[src/hw/rtl/mipsdec_pkg.sv]
// mipsdec_pkg: shared types and codes for the MIPS-I instruction decoder.
// Used by mipsdec_lookup and mips_r3000_instruction_decoder; no dependencies.
`default_nettype none

package mipsdec_pkg;

    // Instruction format codes
    localparam logic [2:0] FMT_UNKNOWN = 3'd0;
    localparam logic [2:0] FMT_R       = 3'd1;
    localparam logic [2:0] FMT_I       = 3'd2;
    localparam logic [2:0] FMT_J       = 3'd3;
    localparam logic [2:0] FMT_COP     = 3'd4;

    localparam int unsigned OPCODE_W = 7;
    localparam int unsigned FORMAT_W = 3;
    localparam int unsigned REG_W    = 5;
    localparam int unsigned IMM_W    = 16;
    localparam int unsigned TARGET_W = 26;
    localparam int unsigned ADDR_W   = 32;
    localparam int unsigned WORD_W   = 32;

    // Input beat: word in the low half, address in the high half
    localparam int unsigned S_TDATA_W = WORD_W + ADDR_W;
    // Output beat: decoded fields, slot flags, owner address, zero pad to bytes
    localparam int unsigned M_FIELDS_W = OPCODE_W + FORMAT_W + 4 * REG_W + IMM_W
                                       + TARGET_W + 2 + ADDR_W;
    localparam int unsigned M_TDATA_W  = ((M_FIELDS_W + 7) / 8) * 8;

    // Decoded view of one instruction word
    typedef struct packed {
        logic [OPCODE_W-1:0]    opcode_id;
        logic [FORMAT_W-1:0]    format_type;
        logic [REG_W-1:0]       reg_s;
        logic [REG_W-1:0]       reg_t;
        logic [REG_W-1:0]       reg_d;
        logic [REG_W-1:0]       shift_amount;
        logic signed [IMM_W-1:0] immediate_value;
        logic [TARGET_W-1:0]    jump_target;
        logic                   opens_slot;   // branch or jump: next word is a delay slot
    } t_dec;

endpackage

`default_nettype wire

[src/hw/rtl/mipsdec_lookup.sv]
// mipsdec_lookup: combinational decode of one MIPS-I word into fields and a dense opcode.
// Depends on mipsdec_pkg.
`default_nettype none

module mipsdec_lookup (
    input  wire logic [mipsdec_pkg::WORD_W-1:0] i_word,
    output mipsdec_pkg::t_dec                   o_dec
);
    import mipsdec_pkg::*;

    // Major opcodes
    localparam logic [5:0] MAJ_SPECIAL = 6'h00;
    localparam logic [5:0] MAJ_REGIMM  = 6'h01;
    localparam logic [5:0] MAJ_J       = 6'h02;
    localparam logic [5:0] MAJ_JAL     = 6'h03;
    localparam logic [5:0] MAJ_COP0    = 6'h10;
    localparam logic [5:0] MAJ_COP2    = 6'h12;
    localparam logic [5:0] MAJ_LWC0    = 6'h30;
    localparam logic [5:0] MAJ_LWC2    = 6'h32;
    localparam logic [5:0] MAJ_SWC0    = 6'h38;
    localparam logic [5:0] MAJ_SWC2    = 6'h3A;

    // Dense opcode numbers that matter outside the tables
    localparam logic [6:0] OP_JR     = 7'd25;
    localparam logic [6:0] OP_JALR   = 7'd26;
    localparam logic [6:0] OP_BEQ    = 7'd56;
    localparam logic [6:0] OP_BGTZ   = 7'd59;
    localparam logic [6:0] OP_BLTZ   = 7'd61;
    localparam logic [6:0] OP_BGEZAL = 7'd64;
    localparam logic [6:0] OP_J      = 7'd71;
    localparam logic [6:0] OP_JAL    = 7'd72;
    localparam logic [6:0] OP_BC0F   = 7'd82;
    localparam logic [6:0] OP_BC0T   = 7'd83;
    localparam logic [6:0] OP_LWC2   = 7'd110;
    localparam logic [6:0] OP_LWC0   = 7'd111;
    localparam logic [6:0] OP_SWC2   = 7'd112;
    localparam logic [6:0] OP_SWC0   = 7'd113;
    localparam logic [6:0] OP_NONE   = 7'd0;

    function automatic logic [6:0] f_special(input logic [5:0] funct);
        logic [6:0] id;
        id = OP_NONE;
        case (funct)
            6'h00: id = 7'd11;
            6'h02: id = 7'd12;
            6'h03: id = 7'd13;
            6'h04: id = 7'd14;
            6'h06: id = 7'd15;
            6'h07: id = 7'd16;
            6'h08: id = 7'd25;
            6'h09: id = 7'd26;
            6'h0C: id = 7'd27;
            6'h0D: id = 7'd28;
            6'h0F: id = 7'd29;
            6'h10: id = 7'd21;
            6'h11: id = 7'd22;
            6'h12: id = 7'd23;
            6'h13: id = 7'd24;
            6'h18: id = 7'd17;
            6'h19: id = 7'd18;
            6'h1A: id = 7'd19;
            6'h1B: id = 7'd20;
            6'h20: id = 7'd1;
            6'h21: id = 7'd2;
            6'h22: id = 7'd3;
            6'h23: id = 7'd4;
            6'h24: id = 7'd5;
            6'h25: id = 7'd6;
            6'h26: id = 7'd7;
            6'h27: id = 7'd8;
            6'h2A: id = 7'd9;
            6'h2B: id = 7'd10;
            6'h30: id = 7'd30;
            6'h31: id = 7'd31;
            6'h32: id = 7'd32;
            6'h33: id = 7'd33;
            6'h34: id = 7'd34;
            6'h36: id = 7'd35;
            default: id = OP_NONE;
        endcase
        return id;
    endfunction

    function automatic logic [6:0] f_imm_major(input logic [5:0] major);
        logic [6:0] id;
        id = OP_NONE;
        case (major)
            6'h04: id = 7'd56;
            6'h05: id = 7'd57;
            6'h06: id = 7'd58;
            6'h07: id = 7'd59;
            6'h08: id = 7'd36;
            6'h09: id = 7'd37;
            6'h0A: id = 7'd41;
            6'h0B: id = 7'd42;
            6'h0C: id = 7'd38;
            6'h0D: id = 7'd39;
            6'h0E: id = 7'd40;
            6'h0F: id = 7'd43;
            6'h20: id = 7'd44;
            6'h21: id = 7'd45;
            6'h22: id = 7'd49;
            6'h23: id = 7'd46;
            6'h24: id = 7'd47;
            6'h25: id = 7'd48;
            6'h26: id = 7'd50;
            6'h28: id = 7'd51;
            6'h29: id = 7'd52;
            6'h2A: id = 7'd54;
            6'h2B: id = 7'd53;
            6'h2E: id = 7'd55;
            6'h2F: id = 7'd60;
            default: id = OP_NONE;
        endcase
        return id;
    endfunction

    function automatic logic [6:0] f_regimm(input logic [4:0] rt);
        logic [6:0] id;
        id = OP_NONE;
        case (rt)
            5'h00: id = 7'd61;
            5'h01: id = 7'd62;
            5'h08: id = 7'd65;
            5'h09: id = 7'd66;
            5'h0A: id = 7'd67;
            5'h0B: id = 7'd68;
            5'h0C: id = 7'd69;
            5'h0E: id = 7'd70;
            5'h10: id = 7'd63;
            5'h11: id = 7'd64;
            default: id = OP_NONE;
        endcase
        return id;
    endfunction

    function automatic logic [6:0] f_gte(input logic [5:0] funct);
        logic [6:0] id;
        id = OP_NONE;
        case (funct)
            6'h00: id = 7'd88;
            6'h01: id = 7'd89;
            6'h06: id = 7'd90;
            6'h0C: id = 7'd91;
            6'h10: id = 7'd92;
            6'h11: id = 7'd93;
            6'h12: id = 7'd94;
            6'h13: id = 7'd95;
            6'h14: id = 7'd96;
            6'h16: id = 7'd97;
            6'h1B: id = 7'd98;
            6'h1C: id = 7'd99;
            6'h1E: id = 7'd100;
            6'h20: id = 7'd101;
            6'h28: id = 7'd102;
            6'h29: id = 7'd103;
            6'h2A: id = 7'd104;
            6'h2D: id = 7'd105;
            6'h2E: id = 7'd106;
            6'h3D: id = 7'd107;
            6'h3E: id = 7'd108;
            6'h3F: id = 7'd109;
            default: id = OP_NONE;
        endcase
        return id;
    endfunction

    function automatic logic [6:0] f_cop0(input logic [4:0] rs, input logic [4:0] rt,
                                          input logic [5:0] funct);
        logic [6:0] id;
        id = OP_NONE;
        if (rs[4]) begin
            case (funct)
                6'h01: id = 7'd77;
                6'h02: id = 7'd78;
                6'h06: id = 7'd79;
                6'h08: id = 7'd80;
                6'h10: id = 7'd81;
                default: id = OP_NONE;
            endcase
        end else begin
            case (rs)
                5'h00: id = 7'd73;
                5'h04: id = 7'd74;
                5'h02: id = 7'd75;
                5'h06: id = 7'd76;
                5'h08: begin
                    if (rt == 5'd0) begin
                        id = OP_BC0F;
                    end else if (rt == 5'd1) begin
                        id = OP_BC0T;
                    end else begin
                        id = OP_NONE;
                    end
                end
                default: id = OP_NONE;
            endcase
        end
        return id;
    endfunction

    function automatic logic [6:0] f_cop2(input logic [4:0] rs, input logic [5:0] funct);
        logic [6:0] id;
        id = OP_NONE;
        if (rs[4]) begin
            id = f_gte(funct);
        end else begin
            case (rs)
                5'h00: id = 7'd84;
                5'h02: id = 7'd85;
                5'h04: id = 7'd86;
                5'h06: id = 7'd87;
                default: id = OP_NONE;
            endcase
        end
        return id;
    endfunction

    logic [5:0] major;
    logic [4:0] rs;
    logic [4:0] rt;
    logic [4:0] rd;
    logic [4:0] sh;
    logic [5:0] funct;
    logic [6:0] id;
    logic [2:0] fmt;

    assign major = i_word[31:26];
    assign rs    = i_word[25:21];
    assign rt    = i_word[20:16];
    assign rd    = i_word[15:11];
    assign sh    = i_word[10:6];
    assign funct = i_word[5:0];

    always_comb begin
        o_dec = '0;
        id    = OP_NONE;
        fmt   = FMT_UNKNOWN;
        case (major)
            MAJ_SPECIAL: begin
                fmt                = FMT_R;
                o_dec.reg_s        = rs;
                o_dec.reg_t        = rt;
                o_dec.reg_d        = rd;
                o_dec.shift_amount = sh;
                id                 = f_special(funct);
            end
            MAJ_J, MAJ_JAL: begin
                fmt               = FMT_J;
                o_dec.jump_target = i_word[25:0];
                id                = (major == MAJ_J) ? OP_J : OP_JAL;
            end
            MAJ_COP0, MAJ_COP2, MAJ_LWC0, MAJ_LWC2, MAJ_SWC0, MAJ_SWC2: begin
                fmt                   = FMT_COP;
                o_dec.reg_s           = rs;
                o_dec.reg_t           = rt;
                o_dec.reg_d           = rd;
                o_dec.immediate_value = i_word[15:0];
                case (major)
                    MAJ_COP0: id = f_cop0(rs, rt, funct);
                    MAJ_COP2: id = f_cop2(rs, funct);
                    MAJ_LWC2: id = OP_LWC2;
                    MAJ_LWC0: id = OP_LWC0;
                    MAJ_SWC2: id = OP_SWC2;
                    default:  id = OP_SWC0;
                endcase
            end
            default: begin
                // everything else, COP1 and COP3 included, takes the immediate form
                fmt                   = FMT_I;
                o_dec.reg_s           = rs;
                o_dec.reg_t           = rt;
                o_dec.immediate_value = i_word[15:0];
                id = (major == MAJ_REGIMM) ? f_regimm(rt) : f_imm_major(major);
            end
        endcase
        o_dec.opcode_id   = id;
        o_dec.format_type = (id == OP_NONE) ? FMT_UNKNOWN : fmt;
        o_dec.opens_slot  = (id == OP_JR) || (id == OP_JALR)
                         || (id >= OP_BEQ && id <= OP_BGTZ)
                         || (id >= OP_BLTZ && id <= OP_BGEZAL)
                         || (id == OP_J) || (id == OP_JAL)
                         || (id == OP_BC0F) || (id == OP_BC0T);
    end

endmodule

`default_nettype wire

[src/hw/rtl/mips_r3000_instruction_decoder.sv]
// mips_r3000_instruction_decoder: MIPS-I (R3000 + COP0 + GTE) decoder with delay-slot tracking.
// Depends on mipsdec_pkg and mipsdec_lookup.
`default_nettype none

// Channel   Dir  Signals                         Beat contents
// s         in   i_s_tvalid/o_s_tready           tdata: word, address; tlast: block end
// m         out  o_m_tvalid/i_m_tready           tdata: decoded fields, slot info
//
// Each beat passes through an input register, then decodes into the output
// register. One word per cycle sustained while m accepts; the decode tables
// and the slot state (flag, owner address) are all between the two registers.
// Reset (i_rst_n low, synchronous) empties both stages and clears the slot state.
// A stall on m holds the output register; s keeps accepting until the input
// register is also full, then o_s_tready drops until m drains.

module mips_r3000_instruction_decoder (
    input  wire logic                                i_clk,
    input  wire logic                                i_rst_n,
    // s: [31:0] instruction_word, [63:32] word_address
    input  wire logic                                i_s_tvalid,
    output logic                                     o_s_tready,
    input  wire logic [mipsdec_pkg::S_TDATA_W-1:0]   i_s_tdata,
    input  wire logic                                i_s_tlast,     // block_end
    // m: [6:0] opcode_id, [9:7] format_type, [14:10] reg_s, [19:15] reg_t,
    //    [24:20] reg_d, [29:25] shift_amount, [45:30] immediate_value,
    //    [71:46] jump_target, [72] in_delay_slot, [73] owner_valid,
    //    [105:74] owner_address, [111:106] zero
    output logic                                     o_m_tvalid,
    input  wire logic                                i_m_tready,
    output logic [mipsdec_pkg::M_TDATA_W-1:0]        o_m_tdata
);
    import mipsdec_pkg::*;

    // input stage
    logic                r_s1_valid;
    logic [WORD_W-1:0]   r_s1_word;
    logic [ADDR_W-1:0]   r_s1_addr;
    logic                r_s1_last;

    // output stage
    logic                  r_out_valid;
    logic [M_TDATA_W-1:0]  r_out_data;
    logic [M_TDATA_W-1:0]  n_out_data;

    // delay-slot tracking, advanced as each word moves into the output stage
    logic                r_pend_slot;
    logic [ADDR_W-1:0]   r_pend_owner;
    logic                n_pend_slot;
    logic [ADDR_W-1:0]   n_pend_owner;

    t_dec                dec;
    logic                out_free;
    logic                advance;

    mipsdec_lookup u_lookup (
        .i_word (r_s1_word),
        .o_dec  (dec)
    );

    assign out_free   = !r_out_valid || i_m_tready;
    assign advance    = r_s1_valid && out_free;
    assign o_s_tready = !r_s1_valid || out_free;
    assign o_m_tvalid = r_out_valid;
    assign o_m_tdata  = r_out_data;

    always_comb begin
        n_out_data = {(M_TDATA_W - M_FIELDS_W)'(0),
                      (r_pend_slot ? r_pend_owner : ADDR_W'(0)),
                      r_pend_slot,
                      r_pend_slot,
                      dec.jump_target,
                      dec.immediate_value,
                      dec.shift_amount,
                      dec.reg_d,
                      dec.reg_t,
                      dec.reg_s,
                      dec.format_type,
                      dec.opcode_id};

        // block end clears tracking; otherwise a branch or jump opens a slot
        if (r_s1_last || !dec.opens_slot) begin
            n_pend_slot  = 1'b0;
            n_pend_owner = '0;
        end else begin
            n_pend_slot  = 1'b1;
            n_pend_owner = r_s1_addr;
        end
    end

    always_ff @(posedge i_clk) begin
        if (!i_rst_n) begin
            r_s1_valid   <= 1'b0;
            r_out_valid  <= 1'b0;
            r_pend_slot  <= 1'b0;
            r_pend_owner <= '0;
        end else begin
            if (o_s_tready) begin
                r_s1_valid <= i_s_tvalid;
            end
            if (out_free) begin
                r_out_valid <= r_s1_valid;
            end
            if (advance) begin
                r_pend_slot  <= n_pend_slot;
                r_pend_owner <= n_pend_owner;
            end
        end
    end

    // payload registers
    always_ff @(posedge i_clk) begin
        if (o_s_tready && i_s_tvalid) begin
            r_s1_word <= i_s_tdata[WORD_W-1:0];
            r_s1_addr <= i_s_tdata[WORD_W +: ADDR_W];
            r_s1_last <= i_s_tlast;
        end
        if (advance) begin
            r_out_data <= n_out_data;
        end
    end

endmodule

`default_nettype wire
[config.mk]
export PLATFORM = sky130hd
export DESIGN_NAME = mips_r3000_instruction_decoder
export DESIGN_NICKNAME = d
export VERILOG_FILES = /design/src/hw/rtl/mipsdec_pkg.sv /design/src/hw/rtl/mipsdec_lookup.sv /design/src/hw/rtl/mips_r3000_instruction_decoder.sv
export SDC_FILE = /design/constraint.sdc
export NUM_CORES = 1
export LEC_CHECK = 0
export BUFFER_PORTS_ARGS = -buffer_cell sky130_fd_sc_hd__buf_2
export CORE_MARGIN = 2
export CORE_UTILIZATION = 40
export CTS_CLUSTER_SIZE = 16
export DETAILED_ROUTE_END_ITERATION = 16
export GPL_TIMING_DRIVEN = 0
export HOLD_SLACK_MARGIN = 0.15
export SYNTH_ARGS = -nofsm -noshare
export SYNTH_HDL_FRONTEND = slang
export SYNTH_SLANG_ARGS = --single-unit
[constraint.sdc]
create_clock -name i_clk -period 5.6 [get_ports i_clk]
set_clock_uncertainty 0.2 [all_clocks]
set_input_delay 0.28 -clock i_clk [delete_from_list [all_inputs] [get_ports i_clk]]
set_output_delay 0.28 -clock i_clk [all_outputs]
set_load 0.01 [all_outputs]
# Yosys cells after proc, flatten, opt, wreduce, memory -nomap -nowiden
# Memories as Yosys holds them, arrays and structs flattened. A register that Yosys moved wholly into a read port is not among the register bits.
# Index checks and enable logic that the tools add are counted.
# Widths: inputs -> output; s select.
# totals
ff_bits	205
romBits	1440
input_bits	69
n_memories	4
# mem_list
memory	depth	width	rd	rd_clocked_by_memory_dff	wr	line	text
(no name shown)	64	7	1	1	0	mipsdec_lookup.sv:140	case (funct)
(no name shown)	64	6	1	1	0	mipsdec_lookup.sv:43	case (funct)
(no name shown)	64	6	1	1	0	mipsdec_lookup.sv:87	case (major)
(no name shown)	32	7	1	1	0	mipsdec_lookup.sv:121	case (rt)
# classes
order_cmp	4
eq_ne	25
n_mux	18
reduce_logical	25
# ops
cell	count
$pmux 7 s5	3
$mux 7	5
$mux 32	1
$eq 7x7->1 const B	4
$pmux 7 s4	1
$eq 6x6->1 const B	4
$pmux 7 s3	1
$eq 6x2->1 const B	3
$eq 6x5->1 const B	3
$mux 6	3
$eq 7x5->1 const B	2
$ge 7x6->1 const B	2
$eq 6x1->1 const B	2
$eq 5x3->1 const B	2
$logic_not 5->1	2
$logic_or 1x1->1	10
$pmux 3 s3	1
$le 7x6->1 const B	1
$le 7x7->1 const B	1
$logic_not 7->1	1
$reduce_or 7->1	1
$eq 6x3->1 const B	1
$eq 6x4->1 const B	1
$logic_not 6->1	1
11 further kinds	16

# Depth between registers and ports, before layout
# Gate-level depths: netlist of run 1.
# logic_depth
ltp_word	18
mapped_depth	12
depth_no_buf	11

# By module
# From an unflattened synthesis of run 1, not the netlist that was laid out.
# unflattened
cells_unflattened	771
area_unflattened_um2	9460.3
# modules_own_cells
mod	n_inst	cells_each	area_per_inst_um2	seq_area_each_um2
mips_r3000_instruction_decoder	1	374	6932.9	5805.6
mipsdec_lookup	1	397	2527.4	0.0

# Worst setup path after synthesis of run 1
# OpenSTA, ideal clock, no wires.
# synth_path
kind	reg2reg
startpoint	register r_out_valid, in the netlist o_m_tvalid
endpoint	register with a tool-made name
arrival_ps	3641
required_ps	5275
path_slack_ps	1635
stages_incl_launch_ff	12
path_buffers	1
period_less_slack_ps	3965
path_cell_list	dfxtp_1 nand3b_1 nand2_1 inv_1 o21ai_1 inv_1 ha_1 clkbuf_1 nor3_1 a221oi_1 a21oi_1 nand2b_1
# synth_lines
item	line	text
start: declaration	mips_r3000_instruction_decoder.sv:41	logic r_out_valid;
start signal: assignment	mips_r3000_instruction_decoder.sv:101	r_out_valid <= r_s1_valid;

==> results of run 1 <==
-- placed cells by master (no fill, tap or decap), drive strengths merged, types with 4 or more instances in the layout --
cell / instances
o22ai: 5
inv: 21
ha: 14
o211ai: 9
dfxtp: 59
clkbuf: 79
nor3: 23
nor2: 32
conb: 6
a31oi: 4
nand2: 67
a22oi: 4
nor2b: 13
edfxtp: 170
and2: 81
mux2i: 23
a21oi: 29
o221ai: 37
dlygate4sd3: 68
mux2: 12
a221oi: 9
nand2b: 11
buf: 201
nor4: 4
or3: 8
a211oi: 5
o21ai: 22
nand3: 79
a21o: 4
-- kinds of logic (layout without fill, tap and decap cells) --
family | after synthesis | count (layout)
DFF | 229 | 229
buffers and inverters | 87 | 372
xor gates and xnor gates | 4 | 4
muxes | 35 | 35
AOI/OAI and AO/OA | 156 | 156
other | 1 | 6
and+or+nand+nor | 335 | 335
adders and majority gates | 14 | 14
-- worst max path at each step --
stage | from | end | slack (ns) | depth (start not counted)
global route | i_m_tready | register | 1.42 | 14
detailed placement | i_m_tready | register | 1.80 | 13
CTS | i_m_tready | register | 1.75 | 14
global placement | i_m_tready | register | -0.14 | 12
floorplan | o_m_tvalid$_SDFFE_PN0P_ | register | 1.63 | 11
finish | i_m_tready | register | 1.68 | 14
-- metal layers --
| metal | share of wire | track usage |
|---|---|---|
| met4 | 0.031 | 0.0611 |
| met2 | 0.46 | 0.302 |
| met3 | 0.066 | 0.0262 |
| met1 | 0.44 | 0.261 |
| met5 | 0 | 0 |
-- power by group --
part           internal, uW  leakage, uW  switching (uW)
registers              1920      0.00208            42.8
logic                   197      0.00250             310
clock network           798     0.000325             606
-- critical path: cells and delay by family --
family	cells	cell delay [ns]
AOI/OAI and AO/OA	3	1.28
adders and majority gates	1	0.27
buffers and inverters	6	1.48
muxes	1	0.20
and+or+nand+nor	3	0.56
-- cell type report --
class	count	area, um2
clock inverters	3	12.5
multi-input cells	550	3730
clock buffers	37	658
flip-flops and latches	229	6290
plain buffers	66	332
well taps	335	419
inverters	21	83.8
fillers	2307	12700
repair buffers	245	1610
-- metrics by stage --
step	hold slack, ns	utilization	power, uW
after floorplan	0.179	-	2290
after global placement	0.254	0.454	2470
after detailed placement	0.258	0.456	2470
after CTS	0.264	0.508	3900
after global routing	0.272	0.508	4030
final	0.275	0.508	3880
-- what timing repair did --
action / 4_1_cts / 5_1_grt
endpoints found under the hold margin: 78 / 0
hold buffers: 68 / 0
resized for setup: 0 / 0
==> reports/metrics.csv, run 1 <==
metric,value,unit
Hold Path Depth,2,
leading post-synthesis cells by cell area,"edfxtp_1, dfxtp_1, and2_1, o221ai_2, nand3_1",
"Reg clk slew, reported paths",0.06,ns
"IR drop worst, VDD",197,uV
post-synthesis mux area share,0.0351,
warning count from the yosys run,0,
clk root buf,clkbuf_16,
Core Box Area,25800,um2
min-delay src,r_s1_valid$_SDFFE_PN0N_,
most frequent cells after synthesis,"edfxtp_1, and2_1, nand3_1",
Yosys top cell area share,0.490,
Worst-Skew Late Latency,0.50,ns
CP Cell Sequence,dlygate4sd3_1 > buf_2 > nand3b_1 > nand2_1 > inv_4 > buf_16 > o21ai_1 > inv_1 > ha_1 > clkbuf_1 > mux2i_1 > nor3_1 > o21ai_0 > o31ai_1,
#FFs+latches synth,229,
most frequent cell after synthesis,edfxtp_1,
Final period util,0.700,
Antenna Cells,0,
Final ANT Viol Nets,0,
die area,27300,um2
Synth Instances,861,
share of layout cells above drive strength 1,0.251,
ys flop type,edfxtp_1,
maximum buffer depth of the clock tree,3,
Synth Area in Simple Gates,0.172,
Pwr Density,295,nW/um2
Ports,183,
die height,165,um
placed cell count,1378,
WS Path Type,input pin to register,
final setup fails,0,
synthesized-area fraction occupied by adder cells,0.0168,
FF-to-FF path depth,12,
worst setup slack after layout,1.68,ns
Critical Path Source Type,input pin,
outcome,"complete, no violations",
"non-filler cells, final",1486,
Fmax achieved,0.255,GHz
Compound-Gate Fraction of Synth Area,0.129,
largest family of logic cells by synthesized area,simple AND/OR/NAND/NOR gates,
vias in the first global route,7395,
FP Rows,59,
Sink Count,229,
Slew headroom,0.448,
Final nets,1219,
design area,13100,um2
via count,7846,
sequential area share after synthesis,0.604,
Slew @ Worst Pin,0.822,ns
Port Buf Inserts,175,
drt wl/cell,17.7,um
CTS tree,built,
CP max stage delay,0.69,ns
Iteration-0 DRC Markers,504,
number of synthesized flops with an enable pin,170,
synth unique cells,72,
Max Cap Viol,0,
leak pwr,0.00490,uW
Synth Area per Inst,12.1,um2
Die Wd,165,um
gr ovfl total,0,
total placed instance area,11800,um2
Final TNS setup,0,ns
hold path endpoint,o_m_tvalid$_SDFFE_PN0P_,
number of H-tree levels,1,
WP data arrival,4.08,ns
XOR/XNOR share of the synthesized area,0.00336,
"Hold Violations, Final",0,
crit-path max FO,60,
Final Max Tran Viols,0,
GRT Total Usage,0.187,
RSZ-0062 raised after global routing,false,
CP max stage cell,o21ai_1,
Crit path required time,5.76,ns
worst r2r src,r_s1_valid$_SDFFE_PN0N_,
largest net degree at the start of global routing,79,
post-detail-place hpwl,18300,um
worst min path class,register to register,
antenna violations before repair,0,
Crit. End Element,register,
Mapped Area,10400,um2
Initial Util,0.403,
GPL Wtd Cong,0.916,
minimum clock period,3.92,ns
async set-reset flop share out of synthesis,0,
residual DRC count,0,
wire length of the first global-routing pass,40200,um
Synth-to-Final Area Change,26.2,%
Vias/cell,5.28,
pre-CTS setup slack,1.80,ns
final wirelength,26300,um
r2r setup slk,1.83,ns
setup repair bufs after CTS,0,
first-pass detailed-route iteration total,7,
cts bufs inserted,23,
"area leader, netlist",edfxtp_1,
(Power assumes the default switching activity.)
==> run 2: changes to the inputs <==
==> constraint.sdc (replaced) <==
create_clock -name i_clk -period 3.9 [get_ports i_clk]
set_clock_uncertainty 0.2 [all_clocks]
set_input_delay 0.195 -clock i_clk [delete_from_list [all_inputs] [get_ports i_clk]]
set_output_delay 0.195 -clock i_clk [all_outputs]
set_load 0.01 [all_outputs]
==> run 2 against run 1 <==
Sequential share of layout area down 0.32 points. Critical path depth is 4 lower. Power grew 47%. Count of clock-buffer cells in the layout is 4 higher. Core utilization increased by 0.34 points. Register-to-register slack worse by 1.5 ns. Hold slack worse by 0.080 ns. Final area up 0.68%.
==> reports/metrics.csv, run 2 (same netlist as run 1, synthesis figures left out) <==
metric,value,unit
GPL Wtd Cong,0.912,
Core Box Area,25800,um2
Final Max Tran Viols,0,
Synth-to-Final Area Change,27.0,%
CTS tree,built,
maximum buffer depth of the clock tree,3,
Ports,183,
Slew headroom,0.420,
pre-CTS setup slack,-0.438,ns
"Reg clk slew, reported paths",0.06,ns
FP Rows,59,
met3 WL post-DR,1480,um
placed cell count,1378,
minimum clock period,3.61,ns
final wirelength,26600,um
WP data arrival,3.85,ns
Vias/cell,5.17,
cts bufs inserted,25,
Final TNS setup,0,ns
Port Buf Inserts,175,
min-delay src,i_s_tdata[6],
antenna violations before repair,0,
Worst-Skew Late Latency,0.51,ns
FF-to-FF path depth,10,
Iteration-0 DRC Markers,557,
Antenna Cells,0,
drt wl/cell,17.8,um
Die Wd,165,um
worst setup slack after layout,0.287,ns
"Hold Violations, Final",0,
Crit. End Element,register,
crit-path max FO,10,
largest net degree at the start of global routing,60,
gr ovfl total,0,
outcome,"complete, no violations",
die height,165,um
wire length of the first global-routing pass,40700,um
Critical Path Source Type,register,
Initial Util,0.403,
Final ANT Viol Nets,0,
hold path endpoint,r_s1_word[6]$_DFFE_PP_,
share of layout cells above drive strength 1,0.256,
"IR drop worst, VDD",296,uV
"most common cell after layout, fill and taps aside",buf_2,
Final period util,0.927,
RSZ-0062 raised after global routing,false,
final setup fails,0,
DR top layer,met4,
residual DRC count,0,
most frequent cells in the layout,"buf_2, edfxtp_1, and2_1, nand3_1, dlygate4sd3_1",
Crit path required time,4.13,ns
Sink Count,229,
"non-filler cells, final",1493,
vias in the first global route,7422,
Final nets,1223,
hold_ws,0.196,ns
Max Cap Viol,0,
Pwr Density,431,nW/um2
GRT Total Usage,0.190,
clk root buf,clkbuf_16,
via count,7717,
Fmax achieved,0.277,GHz
worst min path class,input pin to register,
number of H-tree levels,1,
die area,27300,um2
first-pass detailed-route iteration total,5,
post-detail-place hpwl,18400,um
Slew @ Worst Pin,0.866,ns
WL met1,12200,um
met2 wire length,12400,um
Hold Path Depth,2,
worst r2r src,r_s1_word[29]$_DFFE_PP_,
reg2reg end,r_pend_owner[23]$_SDFFE_PN0P_,
leak pwr,0.00493,uW
WS Path Type,register to register,
r2r setup slk,0.29,ns
run 2: layout make-up:
type | instances | area [um2]
Inverter | 21 | 85.1
Multi-Input combinational cell | 550 | 3740
Clock inverter | 4 | 16.3
Tap cell | 335 | 419
Fill cell | 2344 | 12600
Timing Repair Buffer | 246 | 1610
Clock buffer | 41 | 726
Buffer | 66 | 332
Sequential cell | 229 | 6290
Timing Repair inverter | 1 | 5.00
run 2: per-layer routing:
metal	track usage	up-vias
met4	0.0490	0
li1	-	3753
met5	0	-
met1	0.266	3691
met3	0.0252	39
met2	0.314	234
run 2: critical path: stages, from the launching register on:
cell and delay, ns:
edfxtp_1 0.40, buf_2 0.21, nor3_2 0.17, nand3_1 0.16, mux2_1 0.38, a221oi_1 0.69, nand2_1 0.14, nor3_2 0.40
clkbuf_1 0.44, nand3_1 0.16, o221ai_2 0.18
run 2: worst max path at each step:
stage                                  from                            end  slack (ns)  cells after the start
CTS                              i_m_tready                       register        0.11                     13
global route        r_s1_word[31]$_DFFE_PP_  r_pend_owner[27]$_SDFFE_PN0P_        0.03                     10
floorplan           o_m_tvalid$_SDFFE_PN0P_                       register        0.02                     11
finish              r_s1_word[29]$_DFFE_PP_  r_pend_owner[23]$_SDFFE_PN0P_        0.29                     10
detailed placement               i_m_tready                       register       -0.44                     12
global placement                 i_m_tready                       register       -1.45                     12
run 2: power by group:
group	total (uW)	leakage, uW	internal [uW]	switching [uW]
clock	2140	0.000360	1260	886
sequential	2820	0.00208	2760	60.7
combinational	734	0.00249	284	449
run 2: stage by stage:
| stage | util | power, uW | cell area (um2) |
|---|---|---|---|
| after global routing | 0.512 | 5930 | 13200 |
| after CTS | 0.511 | 5750 | 13200 |
| after floorplan | - | 3290 | 10400 |
| after detailed placement | 0.456 | 3550 | 11800 |
| final | 0.512 | 5700 | 13200 |
| after global placement | 0.454 | 3550 | 11700 |
run 2: what timing repair did:
action                                  CTS  global route
hold buffers                             68             0
buffers inserted                          0             1
endpoints found under the hold margin    80             0
gates cloned                              1             0
endpoints found under the setup margin    9             5
gates resized for setup                   1             2
